==> config.mk <==
export PLATFORM = sky130hd
export DESIGN_NAME = source_text_tokenizer_core_flat
export DESIGN_NICKNAME = d
export VERILOG_FILES = /design/src/rtl/core/stt_pkg.sv /design/src/rtl/core/stt_in_if.sv /design/src/rtl/core/stt_out_if.sv /design/src/rtl/core/source_text_tokenizer_core.sv /design/src/flat_wrapper.sv
export VERILOG_INCLUDE_DIRS = /design/src /design/src/rtl/core
export SDC_FILE = /design/constraint.sdc
export NUM_CORES = 1
export LEC_CHECK = 0
export ABC_CLOCK_PERIOD_IN_PS = 7600
export BUFFER_PORTS_ARGS = -buffer_cell sky130_fd_sc_hd__buf_2
export CORE_MARGIN = 2
export CORE_UTILIZATION = 60
export CTS_BUF_LIST = sky130_fd_sc_hd__clkbuf_16
export DETAILED_ROUTE_END_ITERATION = 10
export PLACE_DENSITY = 0.79
export SLEW_MARGIN = 20
export SYNTH_ARGS = -nofsm -noshare
export SYNTH_HDL_FRONTEND = slang
export SYNTH_SLANG_ARGS = --single-unit
export TNS_END_PERCENT = 20
==> constraint.sdc <==
create_clock -name i_clk -period 7.6 [get_ports i_clk]
set_input_delay 1.52 -clock i_clk [delete_from_list [all_inputs] [get_ports i_clk]]
set_output_delay 1.52 -clock i_clk [all_outputs]
set_load 0.01 [all_outputs]
==> src/rtl/core/source_text_tokenizer_core_defines.svh <==
// assertion helpers used by the tokenizer rtl
`ifndef SOURCE_TEXT_TOKENIZER_CORE_DEFINES_SVH
`define SOURCE_TEXT_TOKENIZER_CORE_DEFINES_SVH

// clocked property check, quiet while reset is held
`define STT_ASSERT(label, clk, rst_n, prop, msg) \
    label: assert property (@(posedge clk) disable iff (!rst_n) prop) else $error(msg);

// condition that must never be seen at a clock edge
`define STT_NEVER(label, clk, rst_n, expr, msg) \
    `STT_ASSERT(label, clk, rst_n, !(expr), msg)

`endif

==> src/rtl/core/stt_pkg.sv <==
`default_nettype none
package stt_pkg;

    localparam int POS_WIDTH_DEF = 16;

    // scanner modes
    typedef enum logic [3:0] {
        M_IDLE   = 4'd0,
        M_IDENT  = 4'd1,
        M_NUMBER = 4'd2,
        M_STRING = 4'd3,
        M_HOLD   = 4'd4,
        M_LINE   = 4'd5,
        M_BLOCK  = 4'd6,
        M_BSTAR  = 4'd7
    } t_mode;

    // operator waiting for its second character
    typedef enum logic [2:0] {
        H_NONE  = 3'd0,
        H_EQ    = 3'd1,
        H_LT    = 3'd2,
        H_GT    = 3'd3,
        H_BANG  = 3'd4,
        H_SLASH = 3'd5
    } t_hold;

    typedef enum logic [4:0] {
        K_END     = 5'd0,
        K_LPAREN  = 5'd1,
        K_RPAREN  = 5'd2,
        K_LBRACE  = 5'd3,
        K_RBRACE  = 5'd4,
        K_COMMA   = 5'd5,
        K_PLUS    = 5'd6,
        K_MINUS   = 5'd7,
        K_STAR    = 5'd8,
        K_SLASH   = 5'd9,
        K_PERCENT = 5'd10,
        K_ASSIGN  = 5'd11,
        K_EQ      = 5'd12,
        K_LT      = 5'd13,
        K_LE      = 5'd14,
        K_GT      = 5'd15,
        K_GE      = 5'd16,
        K_NE      = 5'd17,
        K_IDENT   = 5'd18,
        K_NUMBER  = 5'd19,
        K_STRING  = 5'd20,
        K_ILLEGAL = 5'd21
    } t_kind;

    // characters
    localparam logic [7:0] CH_NUL    = 8'h00;
    localparam logic [7:0] CH_NL     = 8'h0a;
    localparam logic [7:0] CH_TAB    = 8'h09;
    localparam logic [7:0] CH_CR     = 8'h0d;
    localparam logic [7:0] CH_SPACE  = 8'h20;
    localparam logic [7:0] CH_BANG   = 8'h21;
    localparam logic [7:0] CH_QUOTE  = 8'h22;
    localparam logic [7:0] CH_PCT    = 8'h25;
    localparam logic [7:0] CH_LPAREN = 8'h28;
    localparam logic [7:0] CH_RPAREN = 8'h29;
    localparam logic [7:0] CH_STAR   = 8'h2a;
    localparam logic [7:0] CH_PLUS   = 8'h2b;
    localparam logic [7:0] CH_COMMA  = 8'h2c;
    localparam logic [7:0] CH_MINUS  = 8'h2d;
    localparam logic [7:0] CH_SLASH  = 8'h2f;
    localparam logic [7:0] CH_LT     = 8'h3c;
    localparam logic [7:0] CH_EQ     = 8'h3d;
    localparam logic [7:0] CH_GT     = 8'h3e;
    localparam logic [7:0] CH_UNDER  = 8'h5f;
    localparam logic [7:0] CH_LBRACE = 8'h7b;
    localparam logic [7:0] CH_RBRACE = 8'h7d;

    function automatic logic is_letter(input logic [7:0] c);
        return (c >= 8'h61 && c <= 8'h7a) || (c >= 8'h41 && c <= 8'h5a) || c == CH_UNDER;
    endfunction

    function automatic logic is_digit(input logic [7:0] c);
        return c >= 8'h30 && c <= 8'h39;
    endfunction

    function automatic logic is_space(input logic [7:0] c);
        return c == CH_SPACE || (c >= CH_TAB && c <= CH_CR);
    endfunction

    // kind of a held operator when no second character follows
    function automatic t_kind single_kind(input t_hold h);
        case (h)
            H_EQ:    return K_ASSIGN;
            H_LT:    return K_LT;
            H_GT:    return K_GT;
            H_SLASH: return K_SLASH;
            default: return K_ILLEGAL;
        endcase
    endfunction

    // kind of a held operator followed by '='
    function automatic t_kind pair_kind(input t_hold h);
        case (h)
            H_EQ:    return K_EQ;
            H_LT:    return K_LE;
            H_GT:    return K_GE;
            H_BANG:  return K_NE;
            default: return K_ILLEGAL;
        endcase
    endfunction

endpackage
`default_nettype wire

==> src/rtl/core/stt_in_if.sv <==
`default_nettype none
interface stt_in_if;
    logic       valid;
    logic       ready;
    logic [7:0] text_byte;
    logic       end_of_text;

    modport source (output valid, output text_byte, output end_of_text, input ready);
    modport sink (input valid, input text_byte, input end_of_text, output ready);
endinterface
`default_nettype wire

==> src/rtl/core/stt_out_if.sv <==
`default_nettype none
interface stt_out_if #(
    parameter int POS_WIDTH = 16
);
    import stt_pkg::*;

    logic                 valid;
    logic                 ready;
    t_kind                token_kind;
    logic [POS_WIDTH-1:0] token_start;
    logic [POS_WIDTH-1:0] token_length;
    logic                 last_of_item;

    modport source (output valid, output token_kind, output token_start,
                    output token_length, output last_of_item, input ready);
    modport sink (input valid, input token_kind, input token_start,
                  input token_length, input last_of_item, output ready);
endinterface
`default_nettype wire

==> src/rtl/core/source_text_tokenizer_core.sv <==
// Streaming tokenizer for source text.
// i_text takes one character per request (text_byte, end_of_text); a zero
// byte or end_of_text ends the input. o_token gives tokens as kind, start
// position and length; last_of_item marks the final token a character caused.
// A character causes zero, one or two tokens.
// A token is offered once the character that completes it has passed the input
// register and been written into the two-entry token queue.
// Throughput: one character per cycle while the receiver takes one token per
// cycle; a character that gives two tokens holds its queue entry until both
// are taken, and a full queue takes a new entry in the cycle its head leaves.
// i_text.ready depends on o_token.ready only while both queue entries are taken.
// When the receiver stalls the queue fills, and i_text.ready drops once both
// entries are taken and the waiting character would add tokens.
// After the end token the block ignores further characters until reset.
// Reset (synchronous, active low) empties the queue, forgets any pending
// token and sets the byte position to zero.
`default_nettype none
`include "source_text_tokenizer_core_defines.svh"
module source_text_tokenizer_core #(
    parameter int POS_WIDTH = stt_pkg::POS_WIDTH_DEF
) (
    input  wire       i_clk,
    input  wire       i_rst_n,
    stt_in_if.sink    i_text,
    stt_out_if.source o_token
);
    import stt_pkg::*;

    typedef struct packed {
        t_kind                kind;
        logic [POS_WIDTH-1:0] start;
        logic [POS_WIDTH-1:0] len;
    } t_tok;

    localparam logic [1:0]           QDEPTH  = 2'd2;
    localparam logic [POS_WIDTH-1:0] POS_MAX = {POS_WIDTH{1'b1}};
    localparam logic [POS_WIDTH-1:0] LEN_ONE = POS_WIDTH'(1);
    localparam logic [POS_WIDTH-1:0] LEN_TWO = POS_WIDTH'(2);

    // input register
    logic       r_in_valid;
    logic [7:0] r_byte;
    logic       r_eot;

    // scanner state
    t_mode                r_mode, n_mode;
    t_hold                r_held, n_held;
    logic [POS_WIDTH-1:0] r_origin, n_origin;
    logic [POS_WIDTH-1:0] r_pos, n_pos;
    logic                 r_fin, n_fin;

    // token queue, one entry per character
    t_tok       r_q_tok [2][2];
    logic       r_q_two [2];
    logic [1:0] r_count;
    logic       r_rd, r_wr, r_sub;

    logic                 step_go, push, pop_tok, pop_entry, cont;
    logic [1:0]           step_cnt, fs_cnt;
    t_tok                 tok_a, tok_b, fs_a, fs_b, f_tok, s_tok;
    logic                 f_v, s_v;
    t_mode                s_mode;
    t_hold                s_held;
    logic [POS_WIDTH-1:0] s_origin, span, pos_inc;
    t_tok                 end_tok;

    // position helpers
    always_comb begin
        span    = (r_pos >= r_origin) ? r_pos - r_origin : '0;
        pos_inc = (r_pos == POS_MAX) ? r_pos : r_pos + LEN_ONE;
        end_tok = '{kind: K_END, start: r_pos, len: '0};
    end

    // pending token flushed by a terminating character
    always_comb begin
        f_v   = 1'b0;
        f_tok = '{kind: K_IDENT, start: r_origin, len: span};
        case (r_mode)
            M_IDENT: begin
                f_v = 1'b1;
            end
            M_NUMBER: begin
                f_v        = 1'b1;
                f_tok.kind = K_NUMBER;
            end
            M_STRING: begin
                f_v        = 1'b1;
                f_tok.kind = K_STRING;
            end
            M_HOLD: begin
                f_v        = 1'b1;
                f_tok.kind = single_kind(r_held);
                f_tok.len  = LEN_ONE;
            end
            default: begin
                f_v = 1'b0;
            end
        endcase
    end

    // scan of a character from between tokens
    always_comb begin
        s_v      = 1'b0;
        s_tok    = '{kind: K_ILLEGAL, start: r_pos, len: LEN_ONE};
        s_mode   = M_IDLE;
        s_held   = H_NONE;
        s_origin = r_origin;
        case (r_byte)
            CH_LPAREN: begin s_v = 1'b1; s_tok.kind = K_LPAREN;  end
            CH_RPAREN: begin s_v = 1'b1; s_tok.kind = K_RPAREN;  end
            CH_LBRACE: begin s_v = 1'b1; s_tok.kind = K_LBRACE;  end
            CH_RBRACE: begin s_v = 1'b1; s_tok.kind = K_RBRACE;  end
            CH_COMMA:  begin s_v = 1'b1; s_tok.kind = K_COMMA;   end
            CH_PLUS:   begin s_v = 1'b1; s_tok.kind = K_PLUS;    end
            CH_MINUS:  begin s_v = 1'b1; s_tok.kind = K_MINUS;   end
            CH_STAR:   begin s_v = 1'b1; s_tok.kind = K_STAR;    end
            CH_PCT:    begin s_v = 1'b1; s_tok.kind = K_PERCENT; end
            CH_EQ:     begin s_mode = M_HOLD; s_held = H_EQ;    s_origin = r_pos; end
            CH_LT:     begin s_mode = M_HOLD; s_held = H_LT;    s_origin = r_pos; end
            CH_GT:     begin s_mode = M_HOLD; s_held = H_GT;    s_origin = r_pos; end
            CH_BANG:   begin s_mode = M_HOLD; s_held = H_BANG;  s_origin = r_pos; end
            CH_SLASH:  begin s_mode = M_HOLD; s_held = H_SLASH; s_origin = r_pos; end
            CH_QUOTE: begin
                s_mode   = M_STRING;
                s_origin = pos_inc;
            end
            default: begin
                if (is_space(r_byte)) begin
                    s_v = 1'b0;
                end else if (is_letter(r_byte)) begin
                    s_mode   = M_IDENT;
                    s_origin = r_pos;
                end else if (is_digit(r_byte)) begin
                    s_mode   = M_NUMBER;
                    s_origin = r_pos;
                end else begin
                    s_v = 1'b1;
                end
            end
        endcase
    end

    // flush of the pending token followed by a fresh scan
    always_comb begin
        fs_a   = s_tok;
        fs_b   = s_tok;
        fs_cnt = {1'b0, s_v};
        if (f_v) begin
            fs_a   = f_tok;
            fs_cnt = s_v ? 2'd2 : 2'd1;
        end
    end

    // one step of the scanner on the registered character
    always_comb begin
        n_mode   = r_mode;
        n_held   = r_held;
        n_origin = r_origin;
        n_pos    = r_pos;
        n_fin    = r_fin;
        tok_a    = end_tok;
        tok_b    = end_tok;
        step_cnt = 2'd0;
        cont     = 1'b0;
        if (r_fin) begin
            step_cnt = 2'd0;
        end else if (r_eot || r_byte == CH_NUL) begin
            n_mode = M_IDLE;
            n_held = H_NONE;
            n_fin  = 1'b1;
            if (f_v) begin
                tok_a    = f_tok;
                step_cnt = 2'd2;
            end else begin
                step_cnt = 2'd1;
            end
        end else begin
            n_pos = pos_inc;
            case (r_mode)
                M_IDENT, M_NUMBER: begin
                    cont = (r_mode == M_IDENT) ? is_letter(r_byte) : is_digit(r_byte);
                    if (!cont) begin
                        tok_a    = fs_a;
                        tok_b    = fs_b;
                        step_cnt = fs_cnt;
                        n_mode   = s_mode;
                        n_held   = s_held;
                        n_origin = s_origin;
                    end
                end
                M_STRING: begin
                    if (r_byte == CH_QUOTE) begin
                        tok_a    = f_tok;
                        step_cnt = 2'd1;
                        n_mode   = M_IDLE;
                    end
                end
                M_HOLD: begin
                    if (r_held == H_SLASH && r_byte == CH_SLASH) begin
                        n_mode = M_LINE;
                        n_held = H_NONE;
                    end else if (r_held == H_SLASH && r_byte == CH_STAR) begin
                        n_mode = M_BLOCK;
                        n_held = H_NONE;
                    end else if (r_byte == CH_EQ && (r_held inside {[H_EQ:H_BANG]})) begin
                        tok_a    = '{kind: pair_kind(r_held), start: r_origin, len: LEN_TWO};
                        step_cnt = 2'd1;
                        n_mode   = M_IDLE;
                        n_held   = H_NONE;
                    end else begin
                        tok_a    = fs_a;
                        tok_b    = fs_b;
                        step_cnt = fs_cnt;
                        n_mode   = s_mode;
                        n_held   = s_held;
                        n_origin = s_origin;
                    end
                end
                M_LINE: begin
                    if (r_byte == CH_NL) begin
                        n_mode = M_IDLE;
                    end
                end
                M_BLOCK: begin
                    if (r_byte == CH_STAR) begin
                        n_mode = M_BSTAR;
                    end
                end
                M_BSTAR: begin
                    if (r_byte == CH_SLASH) begin
                        n_mode = M_IDLE;
                    end else if (r_byte != CH_STAR) begin
                        n_mode = M_BLOCK;
                    end
                end
                default: begin
                    tok_a    = fs_a;
                    tok_b    = fs_b;
                    step_cnt = fs_cnt;
                    n_mode   = s_mode;
                    n_held   = s_held;
                    n_origin = s_origin;
                end
            endcase
        end
    end

    // handshake and queue control, a leaving head entry frees its slot
    always_comb begin
        pop_tok        = o_token.valid && o_token.ready;
        pop_entry      = pop_tok && (r_sub || !r_q_two[r_rd]);
        step_go        = r_in_valid &&
                         (step_cnt == 2'd0 || r_count != QDEPTH || pop_entry);
        push           = step_go && step_cnt != 2'd0;
        i_text.ready   = !r_in_valid || step_go;
    end

    // output side of the queue
    always_comb begin
        o_token.valid        = r_count != 2'd0;
        o_token.token_kind   = r_q_tok[r_rd][r_sub].kind;
        o_token.token_start  = r_q_tok[r_rd][r_sub].start;
        o_token.token_length = r_q_tok[r_rd][r_sub].len;
        o_token.last_of_item = r_sub || !r_q_two[r_rd];
    end

    // input register
    always_ff @(posedge i_clk) begin
        if (!i_rst_n) begin
            r_in_valid <= 1'b0;
        end else if (i_text.valid && i_text.ready) begin
            r_in_valid <= 1'b1;
        end else if (step_go) begin
            r_in_valid <= 1'b0;
        end
        if (i_text.valid && i_text.ready) begin
            r_byte <= i_text.text_byte;
            r_eot  <= i_text.end_of_text;
        end
    end

    // scanner state
    always_ff @(posedge i_clk) begin
        if (!i_rst_n) begin
            r_mode   <= M_IDLE;
            r_held   <= H_NONE;
            r_origin <= '0;
            r_pos    <= '0;
            r_fin    <= 1'b0;
        end else if (step_go) begin
            r_mode   <= n_mode;
            r_held   <= n_held;
            r_origin <= n_origin;
            r_pos    <= n_pos;
            r_fin    <= n_fin;
        end
    end

    // queue storage
    always_ff @(posedge i_clk) begin
        if (push) begin
            r_q_tok[r_wr][0] <= tok_a;
            r_q_tok[r_wr][1] <= tok_b;
            r_q_two[r_wr]    <= step_cnt == 2'd2;
        end
    end

    // queue pointers
    always_ff @(posedge i_clk) begin
        if (!i_rst_n) begin
            r_count <= 2'd0;
            r_rd    <= 1'b0;
            r_wr    <= 1'b0;
            r_sub   <= 1'b0;
        end else begin
            r_count <= r_count + {1'b0, push} - {1'b0, pop_entry};
            if (push) begin
                r_wr <= ~r_wr;
            end
            if (pop_entry) begin
                r_rd  <= ~r_rd;
                r_sub <= 1'b0;
            end else if (pop_tok) begin
                r_sub <= 1'b1;
            end
        end
    end

    // checks
    `STT_NEVER(a_count_limit, i_clk, i_rst_n, r_count > QDEPTH, "token queue overfilled")
    `STT_ASSERT(a_quiet_after_end, i_clk, i_rst_n, r_fin |-> !push, "token after end of input")
    `STT_ASSERT(a_sub_pair, i_clk, i_rst_n, r_sub |-> (r_q_two[r_rd] && r_count != 2'd0), "second token of a single entry")
    `STT_ASSERT(a_end_last, i_clk, i_rst_n, (o_token.valid && o_token.token_kind == K_END) |-> o_token.last_of_item, "end token not last")

endmodule
`default_nettype wire
==> src/flat_wrapper.sv <==
// flat-port wrapper written by rule: the top's interface ports become plain ports
module source_text_tokenizer_core_flat import stt_pkg::*;
#(
    parameter int POS_WIDTH = stt_pkg::POS_WIDTH_DEF
)
  (i_clk, i_rst_n, i_text_valid, i_text_text_byte, i_text_end_of_text, i_text_ready, o_token_valid, o_token_token_kind, o_token_token_start, o_token_token_length, o_token_last_of_item, o_token_ready);
  stt_in_if i_text_i ();
  stt_out_if #(.POS_WIDTH(POS_WIDTH)) o_token_i ();
  input  wire i_clk;
  input  wire i_rst_n;
  input wire logic [$bits(i_text_i.valid)-1:0] i_text_valid;
  input wire logic [$bits(i_text_i.text_byte)-1:0] i_text_text_byte;
  input wire logic [$bits(i_text_i.end_of_text)-1:0] i_text_end_of_text;
  output wire logic [$bits(i_text_i.ready)-1:0] i_text_ready;
  output wire logic [$bits(o_token_i.valid)-1:0] o_token_valid;
  output wire logic [$bits(o_token_i.token_kind)-1:0] o_token_token_kind;
  output wire logic [$bits(o_token_i.token_start)-1:0] o_token_token_start;
  output wire logic [$bits(o_token_i.token_length)-1:0] o_token_token_length;
  output wire logic [$bits(o_token_i.last_of_item)-1:0] o_token_last_of_item;
  input wire logic [$bits(o_token_i.ready)-1:0] o_token_ready;
  assign i_text_i.valid = i_text_valid;
  assign i_text_i.text_byte = i_text_text_byte;
  assign i_text_i.end_of_text = i_text_end_of_text;
  assign i_text_ready = i_text_i.ready;
  assign o_token_valid = o_token_i.valid;
  assign o_token_token_kind = o_token_i.token_kind;
  assign o_token_token_start = o_token_i.token_start;
  assign o_token_token_length = o_token_i.token_length;
  assign o_token_last_of_item = o_token_i.last_of_item;
  assign o_token_i.ready = o_token_ready;
  source_text_tokenizer_core #(.POS_WIDTH(POS_WIDTH)) u_core (.i_clk(i_clk), .i_rst_n(i_rst_n), .i_text(i_text_i), .o_token(o_token_i));
endmodule
# Word level (Yosys, flattened, before mapping)
# Memories as Yosys holds them, arrays and structs flattened. A register that Yosys moved wholly into a read port is not among the register bits.
# Index checks and enable logic that the tools add are counted.
[word_totals] regBits=55 ramBits=150 input_bits=13 memories=2
[classes] n_addsub=4 magnitude_cmp=12 eq_ne=44 muxes=85 bitwise=7 reduce_logical=40
[mem_list] name="u_core.r_q_tok" words=2 width=74 rd=1 rd_ports_with_merged_regs=1 write_ports=1 line="source_text_tokenizer_core.sv:53" rtl="t_tok r_q_tok [2][2];"
[mem_list] name="u_core.r_q_two" words=2 width=1 rd=1 rd_ports_with_merged_regs=1 write_ports=1 line="source_text_tokenizer_core.sv:54" rtl="logic r_q_two [2];"
[ops] cell="37-bit two-way mux" n=18
[ops] cell="16-bit two-way mux" n=10
[ops] cell="37-bit one-hot mux with 4 select lines" n=1
[ops] cell="8-bit by 6-bit equality test with 1-bit output, second input constant" n=14
[ops] cell="37-bit one-hot mux with 3 select lines" n=1
[ops] cell="16-bit one-hot mux with 3 select lines" n=2
[ops] cell="4-bit two-way mux" n=12
[ops] cell="5-bit one-hot mux with 9 select lines" n=1
[ops] cell="5-bit one-hot mux with 4 select lines" n=2
[ops] cell="8-bit by 7-bit equality test with 1-bit output, second input constant" n=3
[ops] cell="4-bit one-hot mux with 6 select lines" n=1
[ops] cell="2-bit two-way mux" n=10
[ops] cell="16-bit by 1-bit adder with 16-bit output, second input constant" n=1
[ops] cell="16-bit equality test, second input constant" n=1
[ops] cell="4-bit by 3-bit equality test with 1-bit output, second input constant" n=4
[ops] cell="16-bit >= comparator" n=1
[ops] cell="8-bit by 7-bit >= comparator with 1-bit output, second input constant" n=2
[ops] cell="8-bit by 7-bit <= comparator with 1-bit output, second input constant" n=2
[ops] cell="1-bit two-way mux" n=16
[ops] cell="16-bit subtractor" n=1
[ops] cell="3-bit two-way mux" n=5
[ops] cell="3-bit one-hot mux with 5 select lines" n=1
[ops] cell="5-bit one-hot mux with 3 select lines" n=1
[ops] cell="1-bit logical AND" n=13
[ops] cell="other kinds (43)" n=69

# Longest topological paths before layout
[depth] depth_word=22 mapped_depth=18 mapped_depth_nobuf=16

# Worst setup path after synthesis
# Ideal clock, no wire load.
[synth_timing] path_kind="reg-to-reg" from="register u_core.r_byte[4]" to="memory u_core.r_q_tok[0][0] (netlist name), enable pin" setup_ns=0.485 arrival_time_ns=5.978 required_time_ns=7.115 path_slack_ns=1.137 stages_incl_launch_ff=16 path_buffers=2 cell_sequence="edfxtp_1 buf_6 or4b_4 buf_6 or4_1 a21oi_1 a31oi_1 nand3_1 nor2_1 ha_1 nand2b_1 a21oi_1 nor3b_1 a21oi_1 a311oi_2 nor2b_1"
[synth_between] elab_chain_len=22
[synth_rtl] element="from (decl)" line="source_text_tokenizer_core.sv:42" rtl="logic [7:0] r_byte;"
[synth_rtl] element="from (signal assigned)" line="source_text_tokenizer_core.sv:277" rtl="r_byte <= i_text.text_byte;"
[synth_rtl] element="8-bit by 7-bit >= comparator with 1-bit output or 8-bit by 7-bit <= comparator with 1-bit output (tied branches)" line="stt_pkg.sv:77" rtl="return (c >= 8'h61 && c <= 8'h7a) || (c >= 8'h41 && c <= 8'h5a) || c == CH_UNDER;"
[synth_rtl] element="1-bit logical AND" line="stt_pkg.sv:77"
[synth_rtl] element="1-bit logical OR (2 in a row)" line="stt_pkg.sv:77"
[synth_rtl] element="1-bit two-way mux" line="source_text_tokenizer_core.sv:130" rtl="end else if (is_letter(r_byte)) begin"
[synth_rtl] element="1-bit two-way mux" line="source_text_tokenizer_core.sv:128" rtl="if (is_space(r_byte)) begin"
[synth_rtl] element="1-bit one-hot mux with 2 select lines" line="source_text_tokenizer_core.sv:108" rtl="case (r_byte)"
[synth_rtl] element="2-bit two-way mux" line="source_text_tokenizer_core.sv:150" rtl="fs_cnt = s_v ? 2'd2 : 2'd1;"
[synth_rtl] element="2-bit two-way mux" line="source_text_tokenizer_core.sv:148" rtl="if (f_v) begin"
[synth_rtl] element="[... 4 more ...]"
[synth_rtl] element="2-bit two-way mux (*)" line="source_text_tokenizer_core.sv:167" rtl="end else if (r_eot || r_byte == CH_NUL) begin"
[synth_rtl] element="2-bit two-way mux (*)" line="source_text_tokenizer_core.sv:165" rtl="if (r_fin) begin"
[synth_rtl] element="2-bit zero test" line="source_text_tokenizer_core.sv:253" rtl="(step_cnt == 2'd0 || r_count != QDEPTH || pop_entry);"
[synth_rtl] element="1-bit logical OR (2 in a row)" line="source_text_tokenizer_core.sv:253"
[synth_rtl] element="1-bit logical AND" line="source_text_tokenizer_core.sv:252" rtl="step_go = r_in_valid &&"
[synth_rtl] element="1-bit logical AND (*)" line="source_text_tokenizer_core.sv:254" rtl="push = step_go && step_cnt != 2'd0;"
[synth_rtl] element="1-bit two-way mux (*)" line="source_text_tokenizer_core.sv:301" rtl="if (push) begin"
[synth_rtl] element="1-bit two-way mux (not written as such) (*)" line="source_text_tokenizer_core.sv:303" rtl="r_q_tok[r_wr][1] <= tok_b;"
[synth_rtl] element="to (decl)" line="source_text_tokenizer_core.sv:53"
# Every way passes the cells marked *; elsewhere a longest branch is shown, timed or not.

# Worst setup path after layout
[layout_timing] from="register u_core.r_byte[0]" to="output port i_text_ready"
[layout_between] elab_chain_len=20
[layout_rtl] element="8-bit by 7-bit >= comparator with 1-bit output or 8-bit by 7-bit <= comparator with 1-bit output (tied branches)" line="stt_pkg.sv:77"
[layout_rtl] element="1-bit logical AND" line="stt_pkg.sv:77"
[layout_rtl] element="1-bit logical OR (2 in a row)" line="stt_pkg.sv:77"
[layout_rtl] element="1-bit two-way mux" line="source_text_tokenizer_core.sv:130"
[layout_rtl] element="1-bit two-way mux" line="source_text_tokenizer_core.sv:128"
[layout_rtl] element="1-bit one-hot mux with 2 select lines" line="source_text_tokenizer_core.sv:108"
[layout_rtl] element="2-bit two-way mux" line="source_text_tokenizer_core.sv:150"
[layout_rtl] element="2-bit two-way mux" line="source_text_tokenizer_core.sv:148"
[layout_rtl] element="[... 2 more ...]"
[layout_rtl] element="2-bit two-way mux" line="source_text_tokenizer_core.sv:199" rtl="if (r_held == H_SLASH && r_byte == CH_SLASH) begin"
[layout_rtl] element="2-bit one-hot mux with 4 select lines" line="source_text_tokenizer_core.sv:179" rtl="case (r_mode)"
[layout_rtl] element="2-bit two-way mux (*)" line="source_text_tokenizer_core.sv:167"
[layout_rtl] element="2-bit two-way mux (*)" line="source_text_tokenizer_core.sv:165"
[layout_rtl] element="2-bit zero test (*)" line="source_text_tokenizer_core.sv:253"
[layout_rtl] element="1-bit logical OR (*) (2 in a row)" line="source_text_tokenizer_core.sv:253"
[layout_rtl] element="1-bit logical AND (*)" line="source_text_tokenizer_core.sv:252"
[layout_rtl] element="1-bit logical OR (*)" line="source_text_tokenizer_core.sv:255" rtl="i_text.ready = !r_in_valid || step_go;"
[layout_rtl] element="to (decl)" line="flat_wrapper.sv:14" rtl="output wire logic [$bits(i_text_i.ready)-1:0] i_text_ready;"
# Marked as above.

==> results.cfg <==
[outcome]
status = completed

[sta]
finalSetupViolations = 0
max-slew-margin-rel_pct = 35.3
rsz0062_at_grt = no
finalHoldViolCount = 0
fmax_mhz = 176
setup_tns_ns = 0
tightest_slew_ns = 0.971
fin_skew_ns = 0.0146
drv_slew = 0
min_period_over_period_pct = 74.8
min_period_ns = 5.69

[route]
drc = 0
vias_per_cell = 6.26
dr.pass1.iters = 6
wirelength_mm = 22.0
vias = 7238
drtIter0Drc = 977
wire_per_inst_um = 19.0
antenna_left = 0

[placement]
dp_hpwl_mm = 14.9
gp_congestion = 0.946
portBuffers = 52

[synth]
syn_inst = 900
synth_top_family_by_area = simple AND/OR/NAND/NOR gates
syn-cell-area_um2 = 9540
async_flop_share_pct = 0
yosysWarningCount = 0
synth_mux_area_share_pct = 9.98
synth_fa_ha_area_share_pct = 2.83
synth-edff-count = 129
ys_seq_area_share_pct = 50.2
synth_compound_area_share_pct = 14.0
synth_xor_xnor_area_share_pct = 2.94
syn_nets = 934
yosysUniqueCellTypes = 71
synthFlopType = edfxtp_1
synth-simple-area-share_pct = 16.1
syn_area_per_cell_um2 = 10.6
yosys_register_bits = 175

[power]
p_leak_nw = 3.76
intPower_mw = 1.66
seqPwrFrac_pct = 48.5
total_power_mw = 2.26
peakVddDrop_mv = 0.150
clkPwrFrac_pct = 36.6
p_switching_mw = 0.599
sw_frac_of_total_pct = 26.5
powerDensity_nw_per_um2 = 215
p_comb_share_pct = 14.9

[worst_setup_path]
crit_type = flip-flop to output port
path_buf_inv = 3
cp.arrival_ns = 4.17
max_stage_delay_ns = 0.75
slowest_stage = or4b_2
worstPathMaxFanout = 29
crit_chain = or4b_2 -> nor2_1 -> buf_4 -> nor2_1 -> nand3_1 -> nor2_1 -> ha_1 -> nand2b_1 -> a21oi_1 -> nor3b_1 -> a21oi_1 -> a31oi_1 -> inv_1 -> buf_2
critPathLaunchType = flip-flop
cp-end-kind = output port
worstPathRequired_ns = 6.08
cpLargestDelayFamily = simple AND/OR/NAND/NOR gates
crit_top_cell = nor2_1

[cts]
cts.sinks = 175
clkTransAtPathRegs_ns = 0.07
clockRootBuffer = clkbuf_16
htree_levels = 4
numCtsBuffers = 17
cts_buffer_depth = 2
cts_tree = yes
cts_setup_buffers = 0
insertion_delay_ns = 0.44
cts_resized = 0
hold_buffers = 0

[final_layout]
layout_common_cells = 129 x edfxtp_1, 97 x nor2_1, 76 x nand2_1
nNetsFinal = 962
synthToLayoutAreaGrowth_pct = 10.0
mostFrequentLayoutCell = edfxtp_1
antenna-diode-count = 0
drive_above_1_share_pct = 15.0
fillers = 1217

[grt]
antenna_found_initial = 0
grtUsageMet1_pct = 39.4
met2_usage_pct = 40.9
use_met3_pct = 5.41
grt.total_usage_pct = 26.9
overflow = 0
busiest_layer = met2
first_global_vias = 6680
grt_max_degree = 55
grt_pass1_wl_mm = 35.0

[die]
ios = 53
core_region_area_um2 = 15700
die_h_um = 130
die-area_um2 = 16900
initial_utilization_pct = 60.7
die_width_um = 130
row_count = 46

[run]
maxCapViolCount = 0

[min_path]
hp-class = flip-flop to flip-flop
final timing paths:
path	from	end	slack, ns	cells after the start
setup / recovery	u_core.r_byte[0]	i_text_ready	1.91	14
hold / removal	u_core.r_rd	flip-flop	0.51	2
setup reg to reg	u_core.r_byte[0]	u_core.r_q_tok[0][50]	2.27	14
hold reg to reg	u_core.r_rd	flip-flop	0.51	2
cell type report:
cell class	instances	area, um^2	area share [%]
Clock buffer	19	475	4.53
Sequential cell	175	4800	45.7
Multi-Input combinational cell	633	4390	41.8
Tap cell	216	270	2.57
Inverter	38	143	1.36
Timing Repair Buffer	63	343	3.27
Clock inverter	13	85.1	0.810
synth_stat cells (14+ instances only):
cell / instances / area share, %
edfxtp_1: 129 / 41
nor2_1: 97 / 3.8
nand2_1: 76 / 3.0
a21oi_1: 55 / 2.9
dfxtp_1: 46 / 9.6
clkbuf_1: 39 / 1.5
inv_1: 36 / 1.4
o21ai_0: 34 / 1.8
mux2i_1: 31 / 3.3
nand3_1: 26 / 1.4
mux4_2: 22 / 5.2
ha_1: 20 / 2.6
nor3_1: 19 / 1.0
xnor2_1: 18 / 1.7
a211oi_1: 15 / 1.2
nand4_1: 15 / 0.98
xor2_1: 14 / 1.3
power groups by stage:
stage          sequential (mW)  combinational [mW]  clock [mW]
6_report                  1.10               0.337       0.827
5_1_grt                   1.10               0.373       0.872
4_1_cts                   1.10               0.339       0.831
3_5_place_dp              1.12               0.335           0
3_3_place_gp              1.12               0.331           0
2_1_floorplan             1.10               0.260           0
kinds of logic after synthesis:
| kind of cell | after synthesis |
|---|---|
| buffers and inverters | 92 |
| xor gates and xnor gates | 32 |
| and+or+nand+nor | 312 |
| DFF | 175 |
| AOI/OAI and AO/OA | 202 |
| muxes | 66 |
| adders and majority gates | 21 |
routing by layer:
metal / vias up / share of wire [%] / wire (um)
met5: - / 0 / 0
met1: 3436 / 45 / 9990
met4: 0 / 1.4 / 316
li1: 3451 / - / -
met2: 324 / 46 / 10000
met3: 27 / 7.6 / 1670
through the flow:
step | setup WS, ns | hold slack (ns) | util [%] | std cells | area (um^2)
global route | 1.60 | 0.541 | 66.8 | 1157 | 10500
CTS | 1.96 | 0.509 | 66.8 | 1157 | 10500
detailed placement | 2.36 | 0.491 | 63.3 | 1125 | 9940
finish | 1.91 | 0.509 | 66.8 | 1157 | 10500
floorplan | 1.14 | 0.450 | - | 900 | 9540
global placement | 2.44 | 0.487 | 63.3 | 1125 | 9940
worst min-delay path: cells and delay by family, from the launching register on:
kind          cells  cell delay, ns
simple gates      1            0.07
xor+xnor          1            0.08
flops             1            0.33
sequential cells by signal (all words and copies together), names as in the netlist, named ones only:
signal and flops:
u_core.r_eot 1, u_core.r_count 2, u_core.r_in_valid 1, u_core.r_q_tok 118
u_core.r_origin 16, u_core.r_mode 3, u_core.r_sub 1, u_core.r_rd 1
u_core.r_pos 16, u_core.r_wr 1, u_core.r_held 3, u_core.r_q_two 2
u_core.r_byte 8, u_core.r_fin 1
(Power assumes the default switching activity.)
